$ cat config.mk
export PLATFORM = sky130hd
export DESIGN_NAME = spring_damper_rk2_step
export DESIGN_NICKNAME = d
export VERILOG_FILES = /design/src/hw/rtl/sdrk2_pkg.sv /design/src/hw/rtl/spring_damper_rk2_step.sv
export VERILOG_INCLUDE_DIRS = /design/src /design/src/hw/rtl
export SDC_FILE = /design/constraint.sdc
export NUM_CORES = 2
export LEC_CHECK = 0
export ABC_AREA = 1
export BUFFER_PORTS_ARGS = -buffer_cell sky130_fd_sc_hd__buf_2
export CORE_ASPECT_RATIO = 2
export CORE_UTILIZATION = 45
export CTS_CLUSTER_DIAMETER = 80
export DETAILED_ROUTE_END_ITERATION = 10
export GPL_ROUTABILITY_DRIVEN = 0
export SLEW_MARGIN = 20
export SYNTH_ARGS = -nofsm -noshare
export SYNTH_HDL_FRONTEND = slang
export SYNTH_SLANG_ARGS = --single-unit
$ cat constraint.sdc
create_clock -name clk -period 27.7 [get_ports clk]
set_clock_uncertainty 0.15 [all_clocks]
set_input_delay 4.155 -clock clk [delete_from_list [all_inputs] [get_ports clk]]
set_output_delay 4.155 -clock clk [all_outputs]
set_load 0.05 [all_outputs]
$ cat src/hw/rtl/spring_damper_rk2_step_defines.svh
// assertion macros shared by the spring damper rk2 step rtl
`ifndef SPRING_DAMPER_RK2_STEP_DEFINES_SVH
`define SPRING_DAMPER_RK2_STEP_DEFINES_SVH

// same-cycle implication, checked outside reset
`define SDRK2_ASSERT_NOW(label, clk, rst_n, ante, cons) \
    label: assert property (@(posedge clk) disable iff (!rst_n) (ante) |-> (cons)) \
        else $error("sdrk2 check failed");

// next-cycle implication, checked outside reset
`define SDRK2_ASSERT_NEXT(label, clk, rst_n, ante, cons) \
    label: assert property (@(posedge clk) disable iff (!rst_n) (ante) |=> (cons)) \
        else $error("sdrk2 check failed");

`endif

$ cat src/hw/rtl/sdrk2_pkg.sv
// types, constants and arithmetic helpers for the spring damper rk2 step
package sdrk2_pkg;

    localparam int DATA_WIDTH = 32;
    localparam int FRAC_BITS  = 16;
    localparam int PROD_WIDTH = 2 * DATA_WIDTH;
    localparam int UCFG_WIDTH = 31;
    localparam int STEP_WIDTH = 5;

    typedef logic signed [DATA_WIDTH-1:0] word_t;
    typedef logic signed [PROD_WIDTH-1:0] prod_t;
    typedef logic signed [DATA_WIDTH:0]   wide_t;

    localparam word_t WORD_MAX = {1'b0, {(DATA_WIDTH-1){1'b1}}};
    localparam word_t WORD_MIN = {1'b1, {(DATA_WIDTH-1){1'b0}}};

    localparam logic [STEP_WIDTH-1:0] LAST_STEP = 5'd16;

    typedef struct packed {
        word_t force_x;
        word_t force_y;
        word_t force_z;
    } in_item_t;

    typedef struct packed {
        word_t new_position;
        word_t new_velocity;
        word_t disp_x;
        word_t disp_y;
        word_t disp_z;
        word_t axial_force;
    } out_item_t;

    typedef enum logic [2:0] {
        REG_TIME_STEP    = 3'd0,
        REG_INVERSE_MASS = 3'd1,
        REG_DAMPING      = 3'd2,
        REG_STIFFNESS    = 3'd3,
        REG_FORCE_GAIN   = 3'd4,
        REG_AXIS_X       = 3'd5,
        REG_AXIS_Y       = 3'd6,
        REG_AXIS_Z       = 3'd7
    } cfg_index_t;

    typedef enum logic [1:0] {
        ST_IDLE,
        ST_MUL,
        ST_ACC,
        ST_DONE
    } state_t;

    typedef enum logic [4:0] {
        SRC_FX, SRC_FY, SRC_FZ,
        SRC_AX, SRC_AY, SRC_AZ,
        SRC_GAIN, SRC_H, SRC_TS,
        SRC_DAMP, SRC_STIFF, SRC_IMASS,
        SRC_POS, SRC_VEL, SRC_ACC,
        SRC_T, SRC_VM, SRC_YM, SRC_FORCE
    } src_t;

    typedef enum logic [1:0] {
        CMB_SET,
        CMB_ADD,
        CMB_SUB
    } cmb_t;

    typedef enum logic [3:0] {
        DST_ACC, DST_FORCE, DST_YM, DST_T, DST_VM,
        DST_POS, DST_VEL, DST_DX, DST_DY, DST_DZ
    } dst_t;

    typedef struct packed {
        src_t a_sel;
        src_t b_sel;
        cmb_t cmb;
        src_t base_sel;
        dst_t dst;
    } uop_t;

    // microcode: dst = sat(a * b), or sat(base (+|-) sat(a * b))
    function automatic uop_t uop_at(input logic [STEP_WIDTH-1:0] step);
        uop_t u;
        unique case (step)
            5'd0:    u = '{SRC_FX,    SRC_AX,    CMB_SET, SRC_ACC,   DST_ACC};
            5'd1:    u = '{SRC_FY,    SRC_AY,    CMB_ADD, SRC_ACC,   DST_ACC};
            5'd2:    u = '{SRC_FZ,    SRC_AZ,    CMB_ADD, SRC_ACC,   DST_ACC};
            5'd3:    u = '{SRC_ACC,   SRC_GAIN,  CMB_SET, SRC_ACC,   DST_FORCE};
            5'd4:    u = '{SRC_H,     SRC_VEL,   CMB_ADD, SRC_POS,   DST_YM};
            5'd5:    u = '{SRC_DAMP,  SRC_VEL,   CMB_SUB, SRC_FORCE, DST_ACC};
            5'd6:    u = '{SRC_STIFF, SRC_POS,   CMB_SUB, SRC_ACC,   DST_ACC};
            5'd7:    u = '{SRC_ACC,   SRC_IMASS, CMB_SET, SRC_ACC,   DST_T};
            5'd8:    u = '{SRC_H,     SRC_T,     CMB_ADD, SRC_VEL,   DST_VM};
            5'd9:    u = '{SRC_TS,    SRC_VM,    CMB_ADD, SRC_POS,   DST_POS};
            5'd10:   u = '{SRC_DAMP,  SRC_VM,    CMB_SUB, SRC_FORCE, DST_ACC};
            5'd11:   u = '{SRC_STIFF, SRC_YM,    CMB_SUB, SRC_ACC,   DST_ACC};
            5'd12:   u = '{SRC_ACC,   SRC_IMASS, CMB_SET, SRC_ACC,   DST_T};
            5'd13:   u = '{SRC_TS,    SRC_T,     CMB_ADD, SRC_VEL,   DST_VEL};
            5'd14:   u = '{SRC_POS,   SRC_AX,    CMB_SET, SRC_ACC,   DST_DX};
            5'd15:   u = '{SRC_POS,   SRC_AY,    CMB_SET, SRC_ACC,   DST_DY};
            5'd16:   u = '{SRC_POS,   SRC_AZ,    CMB_SET, SRC_ACC,   DST_DZ};
            default: u = '{SRC_FX,    SRC_AX,    CMB_SET, SRC_ACC,   DST_ACC};
        endcase
        return u;
    endfunction

    // product >> FRAC_BITS (floor), saturated to the word range
    function automatic word_t sat_prod(input prod_t p);
        prod_t                           shifted;
        logic [PROD_WIDTH-DATA_WIDTH:0]  upper;
        word_t                           r;
        shifted = p >>> FRAC_BITS;
        upper   = shifted[PROD_WIDTH-1:DATA_WIDTH-1];
        if ((&upper) || !(|upper))
            r = shifted[DATA_WIDTH-1:0];
        else if (p[PROD_WIDTH-1])
            r = WORD_MIN;
        else
            r = WORD_MAX;
        return r;
    endfunction

    function automatic word_t sat_wide(input wide_t s);
        word_t r;
        if (s[DATA_WIDTH] == s[DATA_WIDTH-1])
            r = s[DATA_WIDTH-1:0];
        else if (s[DATA_WIDTH])
            r = WORD_MIN;
        else
            r = WORD_MAX;
        return r;
    endfunction

endpackage

$ cat src/hw/rtl/spring_damper_rk2_step.sv
// spring damper rk2 step: top level with sequencer and shared multiplier
//
// usage notes
// - input channel (in_valid / in_stall / in_data) takes one request holding a
//   3d force; in_stall stays high from acceptance until the result has moved
//   into the output register
// - output channel (out_valid / out_stall / out_data) gives position,
//   velocity, displacement vector and axial force after each step
// - every request runs 17 multiply-saturate-accumulate operations through one
//   32x32 multiplier; each passes through a multiply state and an accumulate state
// - one request at a time: a new request is taken only once the previous
//   result has moved into the output register, as the multiplier is shared
// - a stalled output holds its result; the next request is still accepted and
//   computed, and waits in the final state until the output register frees up
// - reset (rst_n low) clears position and velocity and loads the default
//   register values; configuration is written through cfg_wr_en / cfg_index /
//   cfg_data while no request is in flight
`include "spring_damper_rk2_step_defines.svh"

module spring_damper_rk2_step
    import sdrk2_pkg::*;
(
    input  logic       clk,
    input  logic       rst_n,
    input  logic       cfg_wr_en,
    input  cfg_index_t cfg_index,
    input  word_t      cfg_data,
    input  logic       in_valid,
    output logic       in_stall,
    input  in_item_t   in_data,
    output logic       out_valid,
    input  logic       out_stall,
    output out_item_t  out_data
);

    localparam logic [UCFG_WIDTH-1:0] TS_RESET    = 31'd655;
    localparam logic [UCFG_WIDTH-1:0] IMASS_RESET = 31'd65536;
    localparam word_t                 ONE_Q       = 32'sd65536;

    // configuration
    logic [UCFG_WIDTH-1:0] ts_reg, imass_reg, damp_reg, stiff_reg;
    word_t                 gain_reg, axis_x_reg, axis_y_reg, axis_z_reg;

    // sequencer
    state_t                state_reg, state_next;
    logic [STEP_WIDTH-1:0] step_reg, step_next;
    logic                  out_valid_reg, out_valid_next;
    logic                  load_out;
    logic                  out_free;
    logic                  accept;

    // datapath
    word_t fx_reg, fy_reg, fz_reg;
    word_t pos_reg, vel_reg;
    word_t acc_reg, force_reg, ym_reg, t_reg, vm_reg;
    word_t dx_reg, dy_reg, dz_reg;
    prod_t prod_reg;
    out_item_t out_reg;

    uop_t  uop;
    word_t a_word, b_word, base_word;
    word_t prod_sat;
    wide_t sum_wide;
    word_t result;

    function automatic word_t pick(input src_t s);
        word_t r;
        case (s)
            SRC_FX:    r = fx_reg;
            SRC_FY:    r = fy_reg;
            SRC_FZ:    r = fz_reg;
            SRC_AX:    r = axis_x_reg;
            SRC_AY:    r = axis_y_reg;
            SRC_AZ:    r = axis_z_reg;
            SRC_GAIN:  r = gain_reg;
            SRC_H:     r = {2'b00, ts_reg[UCFG_WIDTH-1:1]};   // dt * 0.5, floor
            SRC_TS:    r = {1'b0, ts_reg};
            SRC_DAMP:  r = {1'b0, damp_reg};
            SRC_STIFF: r = {1'b0, stiff_reg};
            SRC_IMASS: r = {1'b0, imass_reg};
            SRC_POS:   r = pos_reg;
            SRC_VEL:   r = vel_reg;
            SRC_ACC:   r = acc_reg;
            SRC_T:     r = t_reg;
            SRC_VM:    r = vm_reg;
            SRC_YM:    r = ym_reg;
            SRC_FORCE: r = force_reg;
            default:   r = '0;
        endcase
        return r;
    endfunction

    assign accept   = in_valid && !in_stall;
    assign in_stall = (state_reg != ST_IDLE);
    assign out_free = !out_valid_reg || !out_stall;

    // sequencer
    always_comb
    begin
        state_next     = state_reg;
        step_next      = step_reg;
        load_out       = 1'b0;
        unique case (state_reg)
            ST_IDLE:
            begin
                if (in_valid)
                begin
                    state_next = ST_MUL;
                    step_next  = '0;
                end
            end
            ST_MUL:
            begin
                state_next = ST_ACC;
            end
            ST_ACC:
            begin
                if (step_reg == LAST_STEP)
                    state_next = ST_DONE;
                else
                begin
                    state_next = ST_MUL;
                    step_next  = step_reg + 5'd1;
                end
            end
            ST_DONE:
            begin
                if (out_free)
                begin
                    load_out   = 1'b1;
                    state_next = ST_IDLE;
                end
            end
            default:
            begin
                state_next = ST_IDLE;
            end
        endcase
        out_valid_next = load_out || (out_valid_reg && out_stall);
    end

    always_ff @(posedge clk or negedge rst_n)
    begin
        if (!rst_n)
        begin
            state_reg     <= ST_IDLE;
            step_reg      <= '0;
            out_valid_reg <= 1'b0;
        end
        else
        begin
            state_reg     <= state_next;
            step_reg      <= step_next;
            out_valid_reg <= out_valid_next;
        end
    end

    // configuration registers
    always_ff @(posedge clk or negedge rst_n)
    begin
        if (!rst_n)
        begin
            ts_reg     <= TS_RESET;
            imass_reg  <= IMASS_RESET;
            damp_reg   <= '0;
            stiff_reg  <= '0;
            gain_reg   <= ONE_Q;
            axis_x_reg <= ONE_Q;
            axis_y_reg <= '0;
            axis_z_reg <= '0;
        end
        else if (cfg_wr_en)
        begin
            unique case (cfg_index)
                REG_TIME_STEP:    ts_reg     <= cfg_data[UCFG_WIDTH-1:0];
                REG_INVERSE_MASS: imass_reg  <= cfg_data[UCFG_WIDTH-1:0];
                REG_DAMPING:      damp_reg   <= cfg_data[UCFG_WIDTH-1:0];
                REG_STIFFNESS:    stiff_reg  <= cfg_data[UCFG_WIDTH-1:0];
                REG_FORCE_GAIN:   gain_reg   <= cfg_data;
                REG_AXIS_X:       axis_x_reg <= cfg_data;
                REG_AXIS_Y:       axis_y_reg <= cfg_data;
                REG_AXIS_Z:       axis_z_reg <= cfg_data;
                default:          ;
            endcase
        end
    end

    // shared multiply and saturating accumulate
    always_comb
    begin
        uop       = uop_at(step_reg);
        a_word    = pick(uop.a_sel);
        b_word    = pick(uop.b_sel);
        base_word = pick(uop.base_sel);
        prod_sat  = sat_prod(prod_reg);
        if (uop.cmb == CMB_SUB)
            sum_wide = {base_word[DATA_WIDTH-1], base_word}
                     - {prod_sat[DATA_WIDTH-1], prod_sat};
        else
            sum_wide = {base_word[DATA_WIDTH-1], base_word}
                     + {prod_sat[DATA_WIDTH-1], prod_sat};
        case (uop.cmb) inside
            CMB_SET:          result = prod_sat;
            CMB_ADD, CMB_SUB: result = sat_wide(sum_wide);
            default:          result = prod_sat;
        endcase
    end

    always_ff @(posedge clk)
    begin
        if (accept)
        begin
            fx_reg <= in_data.force_x;
            fy_reg <= in_data.force_y;
            fz_reg <= in_data.force_z;
        end
        if (state_reg == ST_MUL)
            prod_reg <= a_word * b_word;
        if (state_reg == ST_ACC)
        begin
            case (uop.dst)
                DST_ACC:   acc_reg   <= result;
                DST_FORCE: force_reg <= result;
                DST_YM:    ym_reg    <= result;
                DST_T:     t_reg     <= result;
                DST_VM:    vm_reg    <= result;
                DST_DX:    dx_reg    <= result;
                DST_DY:    dy_reg    <= result;
                DST_DZ:    dz_reg    <= result;
                default:   ;
            endcase
        end
        if (load_out)
        begin
            out_reg.new_position <= pos_reg;
            out_reg.new_velocity <= vel_reg;
            out_reg.disp_x       <= dx_reg;
            out_reg.disp_y       <= dy_reg;
            out_reg.disp_z       <= dz_reg;
            out_reg.axial_force  <= force_reg;
        end
    end

    // state: position and velocity are updated in place by the microcode
    always_ff @(posedge clk or negedge rst_n)
    begin
        if (!rst_n)
        begin
            pos_reg <= '0;
            vel_reg <= '0;
        end
        else if (state_reg == ST_ACC)
        begin
            if (uop.dst == DST_POS)
                pos_reg <= result;
            if (uop.dst == DST_VEL)
                vel_reg <= result;
        end
    end

    assign out_valid = out_valid_reg;
    assign out_data  = out_reg;

    `SDRK2_ASSERT_NEXT(a_accept_starts, clk, rst_n, accept,
        (state_reg == ST_MUL) && (step_reg == '0))
    `SDRK2_ASSERT_NOW(a_step_in_range, clk, rst_n, state_reg != ST_IDLE,
        step_reg <= LAST_STEP)
    `SDRK2_ASSERT_NEXT(a_last_to_done, clk, rst_n,
        (state_reg == ST_ACC) && (step_reg == LAST_STEP), state_reg == ST_DONE)
    `SDRK2_ASSERT_NEXT(a_done_delivers, clk, rst_n,
        (state_reg == ST_DONE) && !out_stall, out_valid && (state_reg == ST_IDLE))

endmodule

==> metrics.cfg <==
[clock_network]
cts_buffers = 80
cts_tree = built
htree_num_levels = 3
clkTransAtPathRegs_ns = 0.08
clockBufferDepth = 3
cts_hold_buf = 0
clock-sinks = 916
cts_resized = 0
post_cts_buffers = 0
clk_latency_ns = 0.73
cts-root-buf = clkbuf_16

[critical_path]
worst_r2r_endpoint = prod_reg[63]
cp-start-kind = flip-flop
critPathTopFamily = adder cells
required_ns = 28.04
worst-setup-path-type = reg -> reg
cp-end-kind = flip-flop
worstRegToRegCells = 37
crit_arrival_ns = 13.03
critPathMaxStageDelay_ns = 0.91
crit_buf_inv = 10
path_max_fanout = 21
path_depth = 37
r2r-start = step_reg[0]
slowest_stage = fa_1
reg2reg_slack_ns = 15.00

[finish]
drive_gt1_share_pct = 8.562
final_area_um2 = 86670
nets = 10300
final_cell_count_no_fill = 11240
fillers = 16700
largest_reg_flops = 192
syn2layout_area_growth_pct = 9.426
mostFrequentLayoutCells = 1,801 x inv_1, 1,550 x nand2_1, 1,082 x fa_1
final_common_cell = inv_1

[synth]
yosys.area_share.simple_pct = 14.41
avgSynthCellArea_um2 = 9.181
synthAdderAreaFrac_pct = 30.87
synth_area_um2 = 79210
synth_edf_count = 592
syn_inst = 8627
muxShareOfSynthArea_pct = 0
yosysWarnings = 0
ys.flop_type = edfxtp_1
yosysUniqueCellTypes = 68
yosysSeqAreaShare_pct = 32.69
synth_compound_area_share_pct = 10.04
synthXorXnorAreaFrac_pct = 1.216
ys_ff_latch = 916
synth_top_family_by_area = adder cells
async_flop_share_pct = 35.37
syn_nets = 10070

[global_route]
grt_use_total_pct = 41.30
overflow = 0
antenna_found_initial = 21
grt_pass1_vias = 72700
grt_max_degree = 135
grt_first_pass_wirelength_mm = 519.3

[sta]
fmax_ghz = 0.07877
drv_slew = 0
fin_crit_ns = 12.70
tightest_slew_ns = 1.227
setup_viol = 0
rsz0062_at_grt = false
period_share_pct = 45.83
relSlewSlack_pct = 18.09
setup_tns_ns = 0
hold_viol_final = 0

[hold_path]
hp-start = dz_reg[28]
hold_depth = 0
worst_hold_path_type = reg -> reg
whs_endpoint = out_data[60]

[job]
max_cap_violations = 0

[floorplan]
fp.dieArea_um2 = 177800
start_util_pct = 45.30
rows = 217
die-width_um = 298.7
ios = 330
die_h_um = 595.3
fp.coreArea_um2 = 174900

[routing]
ant_nets = 0
drt_first_pass_iters = 10
post_drt_wl_per_cell_um = 32.32
dr.first_iter.drc_count = 8900
dr_total_vias = 69900
drc = 0
finalWirelength_mm = 363.1
viasPerCell = 6.221

[place]
placed_cell_area_um2 = 83740
place_hpwl_mm = 275.3
dp.cells = 11070
port_buffers = 329

[status]
status = finished, final reports clean

-- worst max path at each step --
stage / startpoint / slack, ns / end
floorplan: out_stall / 14.51 / out_data[0]
global placement: step_reg[0] / 15.56 / prod_reg[52]
detailed placement: step_reg[0] / 15.34 / prod_reg[63]
CTS: step_reg[0] / 15.31 / prod_reg[63]
global route: step_reg[0] / 14.52 / prod_reg[63]
finish: step_reg[0] / 15.00 / prod_reg[63]
-- kinds of logic (layout without fill, tap and decap cells) --
logic type	after synthesis	after routing
and+or+nand+nor	2796	2796
AOI/OAI and AO/OA	1290	1290
other	0	14
buffers and inverters	2210	2506
DFF	916	916
adders and majority gates	1305	1305
xor gates and xnor gates	110	110
-- per-stage QoR --
step | util (%) | hold slack [ns] | setup slack, ns
6_report | 49.57 | 0.2595 | 15.00
4_1_cts | 49.53 | 0.2599 | 15.31
3_5_place_dp | 47.89 | 0.2545 | 15.34
2_1_floorplan | - | 0.2503 | 14.51
3_3_place_gp | 47.89 | 0.2515 | 15.56
5_1_grt | 49.55 | 0.2705 | 14.52
-- per-layer routing --
metal	part of all wire, %	up-vias	track usage [%]
met4	15	10	46.27
met2	47	5628	67.23
met5	0.017	-	0.08210
li1	-	27720	-
met1	28	33980	39.26
met3	10	2567	12.19
-- final cells by class --
cell class	count	area [um2]	share of cell area (%)
multi-input cells	5501	45000	51.92
repair buffers	517	3084	3.558
inverters	1842	6917	7.980
clock buffers	111	2322	2.679
flip-flops and latches	916	25900	29.88
diodes	14	35.03	0.04042
well taps	2299	2877	3.319
clock inverters	36	541.8	0.6251
-- cell usage after synthesis (all sizes together), types with 3 or more instances --
cell type  number  area (um2)
o22ai         300        1883
a21oi         202        1022
a21o            6       45.04
nor3           31       160.1
nor2          809        3074
dfstp           9       236.5
ha            223        2790
a32o           18       180.2
o21bai          7       52.55
a22oi           5       37.54
a2111oi        28       245.2
fa           1082       21660
a221oi        116        1016
a31oi          28       175.2
nand3         268        1366
dfrtp         315        7883
and2           19       118.9
o21ai         458        2303
o2111ai        27       236.5
nor4           54       461.7
edfxtp        592       17780
a311oi          4       35.03
o2bb2ai         3       26.28
nand4          35       219.0
clkinv         21       78.83
buf           163       844.6
o211ai          7       52.55
nand2        1564        5891
inv          1821        6838
a211oi         12       90.09
nand3b          5       37.54
xor2           81       709.4
or2             3       18.77
clkbuf        205       769.5
a21boi         33       247.7
o21a           15       112.6
xnor2          29       254.0
nor3b           3       32.53
o221ai         13       113.9
Power is not shown: default switching activity piles up to over one toggle a cycle in this logic, so the estimate is an artifact.
